<file path="src/rtl/ptcal_pkg.sv">
// shared constants and register codes for the pressure calibrate and average core
package ptcal_pkg;

  // full scale of the second calibration point, in tenths of cmH2O
  localparam int CAL_SCALE = 400;

  // result word width and its saturation limits
  localparam int OUT_W = 16;
  localparam logic [OUT_W-1:0] OUT_MAX = 16'h7FFF;
  localparam logic [OUT_W-1:0] OUT_MIN = 16'h8000;

  // configuration register index
  localparam int CFG_IDX_W = 2;

  typedef enum logic [CFG_IDX_W-1:0] {
    CFG_ZERO_POINT = 2'd0,
    CFG_SPAN_POINT = 2'd1
  } cfg_idx_t;

endpackage

</file>
<file path="src/rtl/pressure_two_point_calibrate_average_core.sv">
// top level of the pressure two-point calibration and moving average core
//
// each beat on the input side carries one raw converter sample; the core turns it into
// tenths of cmH2O as (sample - zero_point) * 400 / (span_point - zero_point), truncated
// toward zero and saturated to 16 bits, then folds it into a ring of WINDOW_LENGTH values
// (zeros after reset) and returns the measured value, the ring mean truncated toward zero,
// the raw sample and a flag that is set when the two calibration points are equal (the
// measured value is then 0 and still enters the ring). the front end takes samples into a
// two-beat queue, so while the result side stalls the core holds two queued samples, one
// finished sample in the back end and one result beat. the back end handles one sample at
// a time: a restoring divider, one quotient bit per cycle, forms the calibration quotient
// and a multiply by the rounded-up reciprocal of WINDOW_LENGTH forms the mean; with equal
// calibration points the divider is skipped. a result beat that is not popped holds the
// back end, and once the queue is full the input too. the user must write the calibration
// registers through the cfg port only while the core is idle; the core itself does not
// enforce this. register index 0 is zero_point, 1 is span_point, other indexes are ignored
module pressure_two_point_calibrate_average_core import ptcal_pkg::*; #(
  parameter int WINDOW_LENGTH = 10,
  parameter int SAMPLE_BITS   = 10
) (
  input  logic                    clk,
  input  logic                    rst_n,
  // sample side
  input  logic                    in_push,
  output logic                    in_full,
  input  logic [SAMPLE_BITS-1:0]  in_adc_sample,
  // result side
  output logic                    out_empty,
  input  logic                    out_pop,
  output logic signed [OUT_W-1:0] out_measured_pressure,
  output logic signed [OUT_W-1:0] out_filtered_pressure,
  output logic [SAMPLE_BITS-1:0]  out_raw_echo,
  output logic                    out_calibration_error,
  // calibration register writes
  input  logic                    cfg_we,
  input  logic [CFG_IDX_W-1:0]    cfg_index,
  input  logic [SAMPLE_BITS-1:0]  cfg_data
);

  localparam int Q_DEPTH = 2;

  // one classified sample as it waits between front and back
  typedef struct packed {
    logic [SAMPLE_BITS-1:0] raw;
    logic [SAMPLE_BITS+8:0] num_mag;
    logic                   num_neg;
    logic [SAMPLE_BITS-1:0] dvs_mag;
    logic                   dvs_neg;
    logic                   err;
  } item_t;

  logic [SAMPLE_BITS-1:0] zero_point_r;
  logic [SAMPLE_BITS-1:0] span_point_r;

  item_t q_wr;
  item_t q_rd;
  logic  q_push;
  logic  q_full;
  logic  q_empty;
  logic  q_pop;

  // calibration registers, out-of-range indexes fall through
  always_ff @(posedge clk) begin
    if (!rst_n) begin
      zero_point_r <= '0;
      span_point_r <= SAMPLE_BITS'(298);
    end else if (cfg_we) begin
      case (cfg_idx_t'(cfg_index))
        CFG_ZERO_POINT: zero_point_r <= cfg_data;
        CFG_SPAN_POINT: span_point_r <= cfg_data;
        default: begin
        end
      endcase
    end
  end

  // front: accept and scale
  ptcal_front #(
    .SAMPLE_BITS (SAMPLE_BITS)
  ) u_front (
    .in_push       (in_push),
    .in_adc_sample (in_adc_sample),
    .in_full       (in_full),
    .zero_point    (zero_point_r),
    .span_point    (span_point_r),
    .q_full        (q_full),
    .q_push        (q_push),
    .raw           (q_wr.raw),
    .num_mag       (q_wr.num_mag),
    .num_neg       (q_wr.num_neg),
    .dvs_mag       (q_wr.dvs_mag),
    .dvs_neg       (q_wr.dvs_neg),
    .err           (q_wr.err)
  );

  // decoupling queue
  ptcal_fifo #(
    .WIDTH (($bits(item_t))),
    .DEPTH (Q_DEPTH)
  ) u_queue (
    .clk     (clk),
    .rst_n   (rst_n),
    .push    (q_push),
    .wr_data (q_wr),
    .full    (q_full),
    .pop     (q_pop),
    .rd_data (q_rd),
    .empty   (q_empty)
  );

  // back: divide, average, hold result
  ptcal_back #(
    .WINDOW_LENGTH (WINDOW_LENGTH),
    .SAMPLE_BITS   (SAMPLE_BITS)
  ) u_back (
    .clk          (clk),
    .rst_n        (rst_n),
    .item_valid   (!q_empty),
    .item_raw     (q_rd.raw),
    .item_num_mag (q_rd.num_mag),
    .item_num_neg (q_rd.num_neg),
    .item_dvs_mag (q_rd.dvs_mag),
    .item_dvs_neg (q_rd.dvs_neg),
    .item_err     (q_rd.err),
    .item_pop     (q_pop),
    .out_pop      (out_pop),
    .out_empty    (out_empty),
    .measured     (out_measured_pressure),
    .filtered     (out_filtered_pressure),
    .raw          (out_raw_echo),
    .err          (out_calibration_error)
  );

  // a flagged calibration always reports zero pressure
  a_err_zero: assert property (@(posedge clk) disable iff (!rst_n)
    (!out_empty && out_calibration_error) |-> (out_measured_pressure == '0))
    else $error("calibration error beat with nonzero measured pressure");

  // an accepted sample is waiting in the queue on the next cycle
  a_push_held: assert property (@(posedge clk) disable iff (!rst_n)
    (in_push && !in_full) |=> !q_empty)
    else $error("accepted sample missing from queue");

  // back end never pulls from an empty queue
  a_pop_valid: assert property (@(posedge clk) disable iff (!rst_n)
    q_pop |-> !q_empty)
    else $error("back end popped an empty queue");

endmodule

</file>
<file path="src/rtl/ptcal_front.sv">
// front end: input handshake, offset removal, scaling and divisor classification
module ptcal_front import ptcal_pkg::*; #(
  parameter int SAMPLE_BITS = 10
) (
  input  logic                   in_push,
  input  logic [SAMPLE_BITS-1:0] in_adc_sample,
  output logic                   in_full,
  input  logic [SAMPLE_BITS-1:0] zero_point,
  input  logic [SAMPLE_BITS-1:0] span_point,
  input  logic                   q_full,
  output logic                   q_push,
  output logic [SAMPLE_BITS-1:0] raw,
  output logic [SAMPLE_BITS+8:0] num_mag,
  output logic                   num_neg,
  output logic [SAMPLE_BITS-1:0] dvs_mag,
  output logic                   dvs_neg,
  output logic                   err
);

  localparam int DIF_W = SAMPLE_BITS + 1;
  localparam int NUM_W = SAMPLE_BITS + 10;
  localparam int MAG_W = SAMPLE_BITS + 9;

  logic signed [DIF_W-1:0] sam_dif;
  logic signed [DIF_W-1:0] cal_dif;
  logic signed [NUM_W-1:0] num;
  logic signed [NUM_W-1:0] num_inv;
  logic signed [DIF_W-1:0] cal_inv;

  assign in_full = q_full;
  assign q_push  = in_push && !q_full;
  assign raw     = in_adc_sample;

  assign sam_dif = $signed({1'b0, in_adc_sample}) - $signed({1'b0, zero_point});
  assign cal_dif = $signed({1'b0, span_point}) - $signed({1'b0, zero_point});

  // constant multiply, sign carried separately for the magnitude divider
  assign num     = NUM_W'(sam_dif) * $signed(NUM_W'(CAL_SCALE));
  assign num_inv = -num;
  assign cal_inv = -cal_dif;

  assign num_neg = num[NUM_W-1];
  assign num_mag = num_neg ? MAG_W'($unsigned(num_inv)) : MAG_W'($unsigned(num));
  assign dvs_neg = cal_dif[DIF_W-1];
  assign dvs_mag = dvs_neg ? SAMPLE_BITS'($unsigned(cal_inv))
                           : SAMPLE_BITS'($unsigned(cal_dif));
  assign err     = (cal_dif == '0);

endmodule

</file>
<file path="src/rtl/ptcal_fifo.sv">
// small first-in first-out queue between front and back end
module ptcal_fifo #(
  parameter int WIDTH = 8,
  parameter int DEPTH = 2
) (
  input  logic             clk,
  input  logic             rst_n,
  input  logic             push,
  input  logic [WIDTH-1:0] wr_data,
  output logic             full,
  input  logic             pop,
  output logic [WIDTH-1:0] rd_data,
  output logic             empty
);

  localparam int PTR_W = (DEPTH > 1) ? $clog2(DEPTH) : 1;
  localparam int CNT_W = $clog2(DEPTH + 1);

  logic [WIDTH-1:0] slot_r [DEPTH];
  logic [PTR_W-1:0] wr_ptr_r;
  logic [PTR_W-1:0] rd_ptr_r;
  logic [CNT_W-1:0] cnt_r;
  logic             do_push;
  logic             do_pop;

  assign full    = (cnt_r == CNT_W'(DEPTH));
  assign empty   = (cnt_r == '0);
  assign do_push = push && !full;
  assign do_pop  = pop && !empty;
  assign rd_data = slot_r[rd_ptr_r];

  always_ff @(posedge clk) begin
    if (do_push) begin
      slot_r[wr_ptr_r] <= wr_data;
    end
  end

  always_ff @(posedge clk) begin
    if (!rst_n) begin
      wr_ptr_r <= '0;
      rd_ptr_r <= '0;
      cnt_r    <= '0;
    end else begin
      if (do_push) begin
        wr_ptr_r <= (wr_ptr_r == PTR_W'(DEPTH - 1)) ? '0 : wr_ptr_r + 1'b1;
      end
      if (do_pop) begin
        rd_ptr_r <= (rd_ptr_r == PTR_W'(DEPTH - 1)) ? '0 : rd_ptr_r + 1'b1;
      end
      if (do_push && !do_pop) begin
        cnt_r <= cnt_r + 1'b1;
      end else if (do_pop && !do_push) begin
        cnt_r <= cnt_r - 1'b1;
      end
    end
  end

endmodule

</file>
<file path="src/rtl/ptcal_back.sv">
// back end: restoring divider, averaging ring, reciprocal mean and result register
module ptcal_back import ptcal_pkg::*; #(
  parameter int WINDOW_LENGTH = 10,
  parameter int SAMPLE_BITS   = 10
) (
  input  logic                    clk,
  input  logic                    rst_n,
  input  logic                    item_valid,
  input  logic [SAMPLE_BITS-1:0]  item_raw,
  input  logic [SAMPLE_BITS+8:0]  item_num_mag,
  input  logic                    item_num_neg,
  input  logic [SAMPLE_BITS-1:0]  item_dvs_mag,
  input  logic                    item_dvs_neg,
  input  logic                    item_err,
  output logic                    item_pop,
  input  logic                    out_pop,
  output logic                    out_empty,
  output logic signed [OUT_W-1:0] measured,
  output logic signed [OUT_W-1:0] filtered,
  output logic [SAMPLE_BITS-1:0]  raw,
  output logic                    err
);

  localparam int MAG_W  = SAMPLE_BITS + 9;
  localparam int SLOT_W = $clog2(WINDOW_LENGTH);
  localparam int SUM_W  = OUT_W + $clog2(WINDOW_LENGTH);
  localparam int DW     = (MAG_W > SUM_W) ? MAG_W : SUM_W;
  localparam int CNT_W  = $clog2(DW);

  // mean by reciprocal multiply: reciprocal rounded up, exact for any SUM_W-bit magnitude
  localparam int     REC_SH = SUM_W + $clog2(WINDOW_LENGTH);
  localparam int     REC_W  = SUM_W + 1;
  localparam int     PROD_W = SUM_W + REC_W;
  localparam longint REC_M  = ((longint'(1) << REC_SH) + longint'(WINDOW_LENGTH) - 1) /
                              longint'(WINDOW_LENGTH);

  typedef enum logic [2:0] {
    ST_IDLE,
    ST_CAL_DIV,
    ST_CAL_FIN,
    ST_UPDATE,
    ST_MEAN_MUL,
    ST_MEAN_FIN
  } state_t;

  state_t                   state_r;
  logic [CNT_W-1:0]         cnt_r;
  logic [DW-1:0]            rem_r;
  logic [DW-1:0]            quo_r;
  logic [DW-1:0]            dvs_r;
  logic                     neg_r;
  logic [SAMPLE_BITS-1:0]   raw_r;
  logic                     err_r;
  logic signed [OUT_W-1:0]  meas_r;
  logic signed [SUM_W-1:0]  sum_r;
  logic [SLOT_W-1:0]        slot_r;
  logic [WINDOW_LENGTH-1:0] valid_r;
  logic signed [OUT_W-1:0]  ring [WINDOW_LENGTH];
  logic signed [OUT_W-1:0]  rd_r;
  logic                     rd_vld_r;
  logic                     out_vld_r;
  logic signed [OUT_W-1:0]  out_meas_r;
  logic signed [OUT_W-1:0]  out_filt_r;
  logic [SAMPLE_BITS-1:0]   out_raw_r;
  logic                     out_err_r;

  logic [DW:0]              trial;
  logic                     trial_ok;
  logic [DW-1:0]            quo_inv;
  logic                     sat_pos;
  logic                     sat_neg;
  logic [OUT_W-1:0]         cal_val;
  logic [OUT_W-1:0]         mean_val;
  logic [PROD_W-1:0]        mean_prod;
  logic signed [OUT_W-1:0]  old_val;
  logic signed [SUM_W-1:0]  sum_upd;
  logic signed [SUM_W-1:0]  sum_inv;
  logic [SUM_W-1:0]         sum_mag;
  logic                     ring_we;
  logic                     last_step;
  logic                     out_load;

  // one quotient bit per cycle
  assign trial     = {rem_r, quo_r[DW-1]} - {1'b0, dvs_r};
  assign trial_ok  = !trial[DW];
  assign last_step = (cnt_r == CNT_W'(DW - 1));

  assign quo_inv  = '0 - quo_r;
  assign sat_pos  = (quo_r > DW'(32767));
  assign sat_neg  = (quo_r > DW'(32768));
  assign cal_val  = neg_r ? (sat_neg ? OUT_MIN : quo_inv[OUT_W-1:0])
                          : (sat_pos ? OUT_MAX : quo_r[OUT_W-1:0]);
  assign mean_val = neg_r ? quo_inv[OUT_W-1:0] : quo_r[OUT_W-1:0];

  // sum magnitude times the reciprocal, quotient taken from the upper bits
  assign mean_prod = PROD_W'(quo_r[SUM_W-1:0]) * PROD_W'(REC_M);

  assign old_val = rd_vld_r ? rd_r : '0;
  assign sum_upd = sum_r - SUM_W'(old_val) + SUM_W'(meas_r);
  assign sum_inv = -sum_upd;
  assign sum_mag = sum_upd[SUM_W-1] ? $unsigned(sum_inv) : $unsigned(sum_upd);

  assign ring_we  = (state_r == ST_UPDATE);
  assign item_pop = (state_r == ST_IDLE) && item_valid;
  assign out_load = (state_r == ST_MEAN_FIN) && (!out_vld_r || out_pop);

  assign out_empty = !out_vld_r;
  assign measured  = out_meas_r;
  assign filtered  = out_filt_r;
  assign raw       = out_raw_r;
  assign err       = out_err_r;

  // ring storage, read data registered
  always_ff @(posedge clk) begin
    if (ring_we) begin
      ring[slot_r] <= meas_r;
    end
    rd_r <= ring[slot_r];
  end

  always_ff @(posedge clk) begin
    if (!rst_n) begin
      state_r   <= ST_IDLE;
      cnt_r     <= '0;
      sum_r     <= '0;
      slot_r    <= '0;
      valid_r   <= '0;
      rd_vld_r  <= 1'b0;
      out_vld_r <= 1'b0;
    end else begin
      rd_vld_r <= valid_r[slot_r];
      if (out_load) begin
        out_vld_r <= 1'b1;
      end else if (out_pop) begin
        out_vld_r <= 1'b0;
      end
      case (state_r)
        ST_IDLE: begin
          if (item_valid) begin
            raw_r <= item_raw;
            err_r <= item_err;
            rem_r <= '0;
            quo_r <= DW'(item_num_mag);
            dvs_r <= DW'(item_dvs_mag);
            neg_r <= item_num_neg ^ item_dvs_neg;
            cnt_r <= '0;
            if (item_err) begin
              meas_r  <= '0;
              state_r <= ST_UPDATE;
            end else begin
              state_r <= ST_CAL_DIV;
            end
          end
        end
        ST_CAL_DIV: begin
          rem_r <= trial_ok ? trial[DW-1:0] : {rem_r[DW-2:0], quo_r[DW-1]};
          quo_r <= {quo_r[DW-2:0], trial_ok};
          cnt_r <= cnt_r + 1'b1;
          if (last_step) begin
            state_r <= ST_CAL_FIN;
          end
        end
        ST_CAL_FIN: begin
          meas_r  <= $signed(cal_val);
          state_r <= ST_UPDATE;
        end
        ST_UPDATE: begin
          sum_r           <= sum_upd;
          valid_r[slot_r] <= 1'b1;
          slot_r <= (slot_r == SLOT_W'(WINDOW_LENGTH - 1)) ? '0 : slot_r + 1'b1;
          quo_r   <= DW'(sum_mag);
          neg_r   <= sum_upd[SUM_W-1];
          state_r <= ST_MEAN_MUL;
        end
        ST_MEAN_MUL: begin
          quo_r   <= DW'(mean_prod[PROD_W-1:REC_SH]);
          state_r <= ST_MEAN_FIN;
        end
        ST_MEAN_FIN: begin
          if (out_load) begin
            out_meas_r <= meas_r;
            out_filt_r <= $signed(mean_val);
            out_raw_r  <= raw_r;
            out_err_r  <= err_r;
            state_r    <= ST_IDLE;
          end
        end
        default: begin
          state_r <= ST_IDLE;
        end
      endcase
    end
  end

endmodule
</file>
<file path="config.mk">
export PLATFORM = sky130hd
export DESIGN_NAME = pressure_two_point_calibrate_average_core
export DESIGN_NICKNAME = d
export VERILOG_FILES = /design/src/rtl/ptcal_pkg.sv /design/src/rtl/pressure_two_point_calibrate_average_core.sv /design/src/rtl/ptcal_front.sv /design/src/rtl/ptcal_fifo.sv /design/src/rtl/ptcal_back.sv
export SDC_FILE = /design/constraint.sdc
export NUM_CORES = 1
export LEC_CHECK = 0
export BUFFER_PORTS_ARGS = -buffer_cell sky130_fd_sc_hd__buf_2
export CAP_MARGIN = 10
export CORE_MARGIN = 1
export CORE_UTILIZATION = 55
export CTS_BUF_LIST = sky130_fd_sc_hd__clkbuf_16
export DETAILED_ROUTE_END_ITERATION = 7
export PLACE_DENSITY = 0.85
export SYNTH_ARGS = -nofsm -noshare
export SYNTH_HDL_FRONTEND = slang
export SYNTH_SLANG_ARGS = --single-unit
export TNS_END_PERCENT = 1
</file>
<file path="constraint.sdc">
create_clock -name clk -period 6.3 [get_ports clk]
set_clock_uncertainty 0.2 [all_clocks]
set_input_delay 0 -clock clk [delete_from_list [all_inputs] [get_ports clk]]
set_output_delay 0 -clock clk [all_outputs]
set_load 0.01 [all_outputs]
</file>
# ---- Word level (Yosys, flattened, before mapping)
# Memory sizes are Yosys's and may differ from the RTL's. A register that Yosys moved wholly into a read port is not among the register bits.
# Cells that the tools add are included.
dict set report op_classes {
  add_sub_neg 15
  mul 2
  div_mod_pow 0
  order_cmp 4
  eq_ne 13
  n_shift 0
  mux 42
  bitwise_logic 3
  reduce_logical 35
}
# cell n
set op_table {}
lappend op_table {{2-to-1 mux 16 bit} 7}
lappend op_table {{2-to-1 mux 20 bit} 4}
lappend op_table {{one-hot mux 20 bit (4 select lines)} 1}
lappend op_table {{multiplier 20 x 20 -> 40 bit, second input constant} 1}
lappend op_table {{one-hot mux 20 bit (2 select lines)} 1}
lappend op_table {{one-hot mux 16 bit (2 select lines)} 1}
lappend op_table {{subtractor 10 x 10 -> 11 bit} 2}
lappend op_table {{subtractor 21 x 10 -> 21 bit} 1}
lappend op_table {{adder 20 x 16 -> 20 bit} 1}
lappend op_table {{> comparator 20 x 15 -> 1 bit, second input constant} 1}
lappend op_table {{> comparator 20 x 16 -> 1 bit, second input constant} 1}
lappend op_table {{negation 20 bit} 1}
lappend op_table {{subtractor 20 x 16 -> 20 bit} 1}
lappend op_table {{2-to-1 mux 19 bit} 1}
lappend op_table {{negation 19 bit} 1}
lappend op_table {{one-hot mux 3 bit (6 select lines)} 1}
lappend op_table {{AND reduction 3 bit} 6}
lappend op_table {{multiplier 11 x 6 -> 16 bit, second input constant} 1}
lappend op_table {{subtractor 1 x 16 -> 16 bit, first input constant} 1}
lappend op_table {{2-to-1 mux 1 bit} 13}
lappend op_table {{zero test 11 bit} 1}
lappend op_table {{2-to-1 mux 10 bit} 1}
lappend op_table {{negation 10 bit} 1}
lappend op_table {{bitwise OR 10 bit} 1}
lappend op_table {{35 further kinds} 63}
dict set report totals {
  register_bits 189
  latch_bits 0
  mem_bits_rw 244
  mem_bits_ro 0
  elab_cells 139
  mem_count 2
}
# memory words width rd rd_ports_with_merged_regs wr line
set mem_list {}
lappend mem_list {u_back.ring 10 16 1 1 1 ptcal_back.sv:58} ;# logic signed [OUT_W-1:0] ring [WINDOW_LENGTH];
lappend mem_list {u_queue.slot_r 2 42 1 1 1 ptcal_fifo.sv:19} ;# logic [WIDTH-1:0] slot_r [DEPTH];

# ---- Longest topological paths before layout
dict set report depth {
  word_depth 8
  mapped_depth 27
  ltp_nobuf 25
}

# ---- Hierarchy
# A second synthesis with hierarchy kept.
dict set report hier_totals {
  cells_unflattened 2572
  area_unflattened_um2 29937.5
}
# module n_inst cells_per_inst area_per_inst_um2 seq_area_each_um2
set modules_own_cells {}
lappend modules_own_cells {ptcal_back 1 2034 23478.8 9639.2}
lappend modules_own_cells {ptcal_fifo 1 156 3254.4 2622.5}
lappend modules_own_cells {ptcal_front 1 299 2399.8 0.0}
lappend modules_own_cells {pressure_two_point_calibrate_average_core 1 83 804.5 400.4}

# ---- Worst setup path after synthesis
# OpenSTA, ideal clock, no wires.
dict set report synth_path {
  kind {reg-to-reg}
  start {register u_back.quo_r[8]}
  end {register u_back.quo_r[13], data pin}
  setup_ns 0.286
  t_arrival_ns 5.959
  required_ns 5.814
  path_slack_ns -0.145
  stages_incl_launch_ff 28
  synth_period_minus_slack_ns 6.445
  cell_sequence {edfxtp_1 -> clkbuf_1 -> inv_1 -> ha_1 -> clkbuf_1 -> xor2_1 -> ha_1 -> a21o_1 -> ha_1 -> inv_1 -> fa_1 -> fa_1 -> inv_1 -> fa_1 -> inv_1 -> fa_1 -> inv_1 -> ha_1 -> a21oi_1 -> o21ai_0 -> a32oi_1 -> nand3_1 -> o211ai_1 -> nand2_1 -> a211o_1 -> a21oi_1 -> xor2_1 -> a221oi_1}
}
dict set report synth_between {
  elab_chain_len 2
}
# item line
set synth_rtl {}
lappend synth_rtl {{start: declaration} ptcal_back.sv:49} ;# logic [DW-1:0] quo_r;
lappend synth_rtl {{start signal: assignment} ptcal_back.sv:143} ;# quo_r <= DW'(item_num_mag);
lappend synth_rtl {{start signal: assignment} ptcal_back.sv:157} ;# quo_r <= {quo_r[DW-2:0], trial_ok};
lappend synth_rtl {{start signal: assignment} ptcal_back.sv:171} ;# quo_r <= DW'(sum_mag);
lappend synth_rtl {{multiplier 20 x 20 -> 40 bit} ptcal_back.sv:96} ;# assign mean_prod = PROD_W'(quo_r[SUM_W-1:0]) * PROD_W'(REC_M);
lappend synth_rtl {{one-hot mux 20 bit (4 select lines)} ptcal_back.sv:137} ;# case (state_r)
# Every way passes these cells.
# A chain may end at the register's enable or synchronous reset.

# ---- Worst setup path after layout
dict set report layout_path {
  start {register u_back.quo_r[2]}
  end {register u_back.quo_r[13], data pin}
}
# Same word-level chain as after synthesis.

==> run_results.csv <==
group,metric,value,unit
synth,synthTopCellsByArea,"edfxtp_1 37%, ha_1 14%, fa_1 11%",
placement,gp_congestion,0.998,
layout,layout_common_cells,"357 x edfxtp_1, 341 x inv_1, 261 x ha_1",
die,die_y,231,µm
job,drv_cap,0,
synth,ys.flop_type,"edfxtp_1",
clock_network,cts_max_level,2,
worst_setup_path,cp.arrival,6420,ps
global_route,top_usage_layer,"met2",
routing,drt-pass1-iter-count,7,
synth,synth_area,28800,µm²
routing,drc,0,
global_route,grt_pass1_wl,117000,µm
synth,synth.top_cell.area_share,37.2,%
synth,synth_cell_types,67,
global_route,grt.overflow.total,0,
status,violations,"negative setup slack",
worst_setup_path,crit_type,"flop to flop",
synth,synthArstFlopShare,0,%
synth,synth_xor_area_share,4.59,%
synth,netlist.top_cell.by_area,"edfxtp_1",
clock_network,clockBufferDepth,3,
synth,synth_top_family_by_area,"adder cells",
sta,rsz0062_at_grt,"yes",
routing,drt-initial-drc-count,1835,
die,core-area,51500,µm²
routing,post_drt_wl_per_cell,21.3,µm
routing,ant_nets,0,
die,num_io_pins,72,
global_route,met1_usage,35.9,%
worst_setup_path,required,6380,ps
clock_network,insertion_delay,620,ps
sta,hold_slack,18.7,ps
layout,area_delta_synth_final,19.1,%
sta,fin_ws,-42.2,ps
worst_setup_path,path_cells,"inv_2, ha_1, xor2_2, ha_4, or2_4, fa_1, fa_1, fa_1, fa_1, ha_1, ha_1, o21a_1, nor2_4, a31oi_4, and4_4, buf_4, o211ai_1, buf_4, nand2_4, a211o_1, a21oi_2, xor2_1, a221oi_1",
synth,synth_nets,2998,
worst_setup_path,critPathMaxFanout,7,
clock_network,clk_pin_slew,60,ps
synth,synth_warnings,0,
sta,worstMarginPinSlew,1220,ps
synth,synthAdderAreaFrac,24.6,%
synth,synth_compound_area_share,8.37,%
placement,io_buffer_count,71,
layout,nets,3298,
sta,finalSetupViolations,3,
synth,ys_ff_latch,442,
clock_network,clock-root-buffer,"clkbuf_16",
routing,wirelength,75100,µm
synth,synth_cells,2500,
global_route,first_global_vias,21127,
sta,drv_slew,0,
status,status,"complete, but fails checks",
global_route,grtUsageMet3,5.04,%
worst_hold_path,hp-class,"input port to flop",
sta,clock.fmax,0.158,GHz
synth,synth_edf_count,357,
worst_setup_path,max_stage_delay,510,ps
worst_setup_path,cp-end-kind,"flop",
synth,synth_simple_gate_area_share,8.74,%
worst_setup_path,slowest_stage,"fa_1",
routing,vias_per_cell,5.85,
synth,synthMuxAreaShare,5.02,%
worst_setup_path,critPathLaunchType,"flop",
sta,slew_headroom,18.6,%
die,rows,83,
synth,yosysSeqAreaShare,43.1,%
global_route,grtUsageMet2,48.9,%
die,start_util,55.9,%
synth,synth_area_per_cell,11.5,µm²
global_route,grt_use_total,28.4,%
worst_setup_path,cp_top_family,"adder cells",
layout,final_common_cell,"edfxtp_1",
routing,route.vias.total,20585,
clock_network,cts_tree,"built",
die,die_area,53300,µm²
layout,drive_gt1_share,19.3,%
clock_network,clock-sinks,442,
sta,fin_crit,6340,ps
clock_network,cts_buffers,47,
sta,period_share,101,%
worst_setup_path,cpMostUsedCell,"fa_1",
global_route,antenna_found_initial,0,
placement,dp_hpwl,52800,µm
global_route,grt_max_degree,64,
worst_setup_path,crit_buf_inv,3,
die,die_w,231,µm
sta,hold_violations,0,
-- logic make-up after synthesis --
logic type | Yosys count
and+or+nand+nor | 528
DFF | 442
xor gates and xnor gates | 151
adders and majority gates | 471
muxes | 99
AOI/OAI and AO/OA | 383
buffers and inverters | 426
-- sequential cells by signal, summed over array words and instances (netlist names), 16 cells and up, named ones only --
name,cells
u_back.meas_r,16
u_back.measured,16
u_back.quo_r,20
u_back.filtered,16
u_queue.slot_r,76
u_back.ring,160
u_back.sum_r,20
u_back.rd_r,16
u_back.rem_r,20
-- final cells by class --
class / instances / area [µm²]
Tap cell: 680 / 851
Fill cell: 3610 / 17200
Multi-Input combinational cell: 1632 / 15600
Clock inverter: 40 / 433
Antenna cell: 1 / 2.50
Clock buffer: 47 / 1180
Sequential cell: 442 / 12400
Timing Repair Buffer: 323 / 2490
Inverter: 354 / 1330
-- per-stage QoR --
stage	utilization, %	std cells	cell area (µm²)	worst slack (ps)	setup TNS, ps
after floorplan	-	2500	28800	4.70	0
after global placement	60.2	3336	31000	-287	-1990
after detailed placement	60.2	3336	31000	-423	-3710
after CTS	65.7	3498	33800	-31.2	-31.2
after global routing	66.6	3518	34300	-192	-1520
final	66.7	3519	34300	-42.2	-80.8
-- path summary, 6_finish.rpt --
path / start / endpoint / slack (ps) / cells after the start
setup / recovery: u_back.quo_r[2] / u_back.quo_r[13] / -40 / 23
hold / removal: cfg_data[3] / zero_point_r[3] / 20 / 4
setup reg to reg: u_back.quo_r[2] / u_back.quo_r[13] / -40 / 23
hold reg to reg: u_back.raw_r[7] / u_back.raw[7] / 220 / 0
-- synth_stat cells, types with 14 or more instances --
library cell and n:
ha_1 311, nor2_1 150, nand3_1 28, mux2i_1 40
nor3_1 26, nand4_1 14, o31ai_1 14, a21oi_1 136
edfxtp_1 357, inv_1 352, fa_1 160, a21o_1 33
a211oi_1 41, xor2_1 56, and2_1 28, mux2_2 25
o21ai_0 65, mux4_2 34, xnor2_1 95, nand2_1 163
nor2b_1 33, or3_1 14, clkbuf_1 65, dfxtp_1 85
-- what timing repair did --
item,4_1_cts,5_1_grt
hold buffers,54,0
endpoints found under the hold margin,108,0
setup buffers,21,20
pin swaps,61,75
resized for setup,88,68
endpoints found under the setup margin,16,16
-- metal layers --
layer  vias to the layer above  share of wire [%]
met5                         -                  0
met4                         0                3.6
met3                       180                6.8
met2                       897                 50
met1                     10235                 40
li1                       9273                  -
-- worst reg2reg max path: cells and delay by family, from the launching register on --
family                     cells  cell delay (ps)
adders and majority gates      8             2880
buffers and inverters          3              430
xor gates and xnor gates       2              400
and+or+nand+nor                4              690
AOI/OAI and AO/OA              6              920
DFF                            1              470
Power is not shown: default switching activity piles up to over one toggle a cycle in this logic, so the estimate is an artifact.
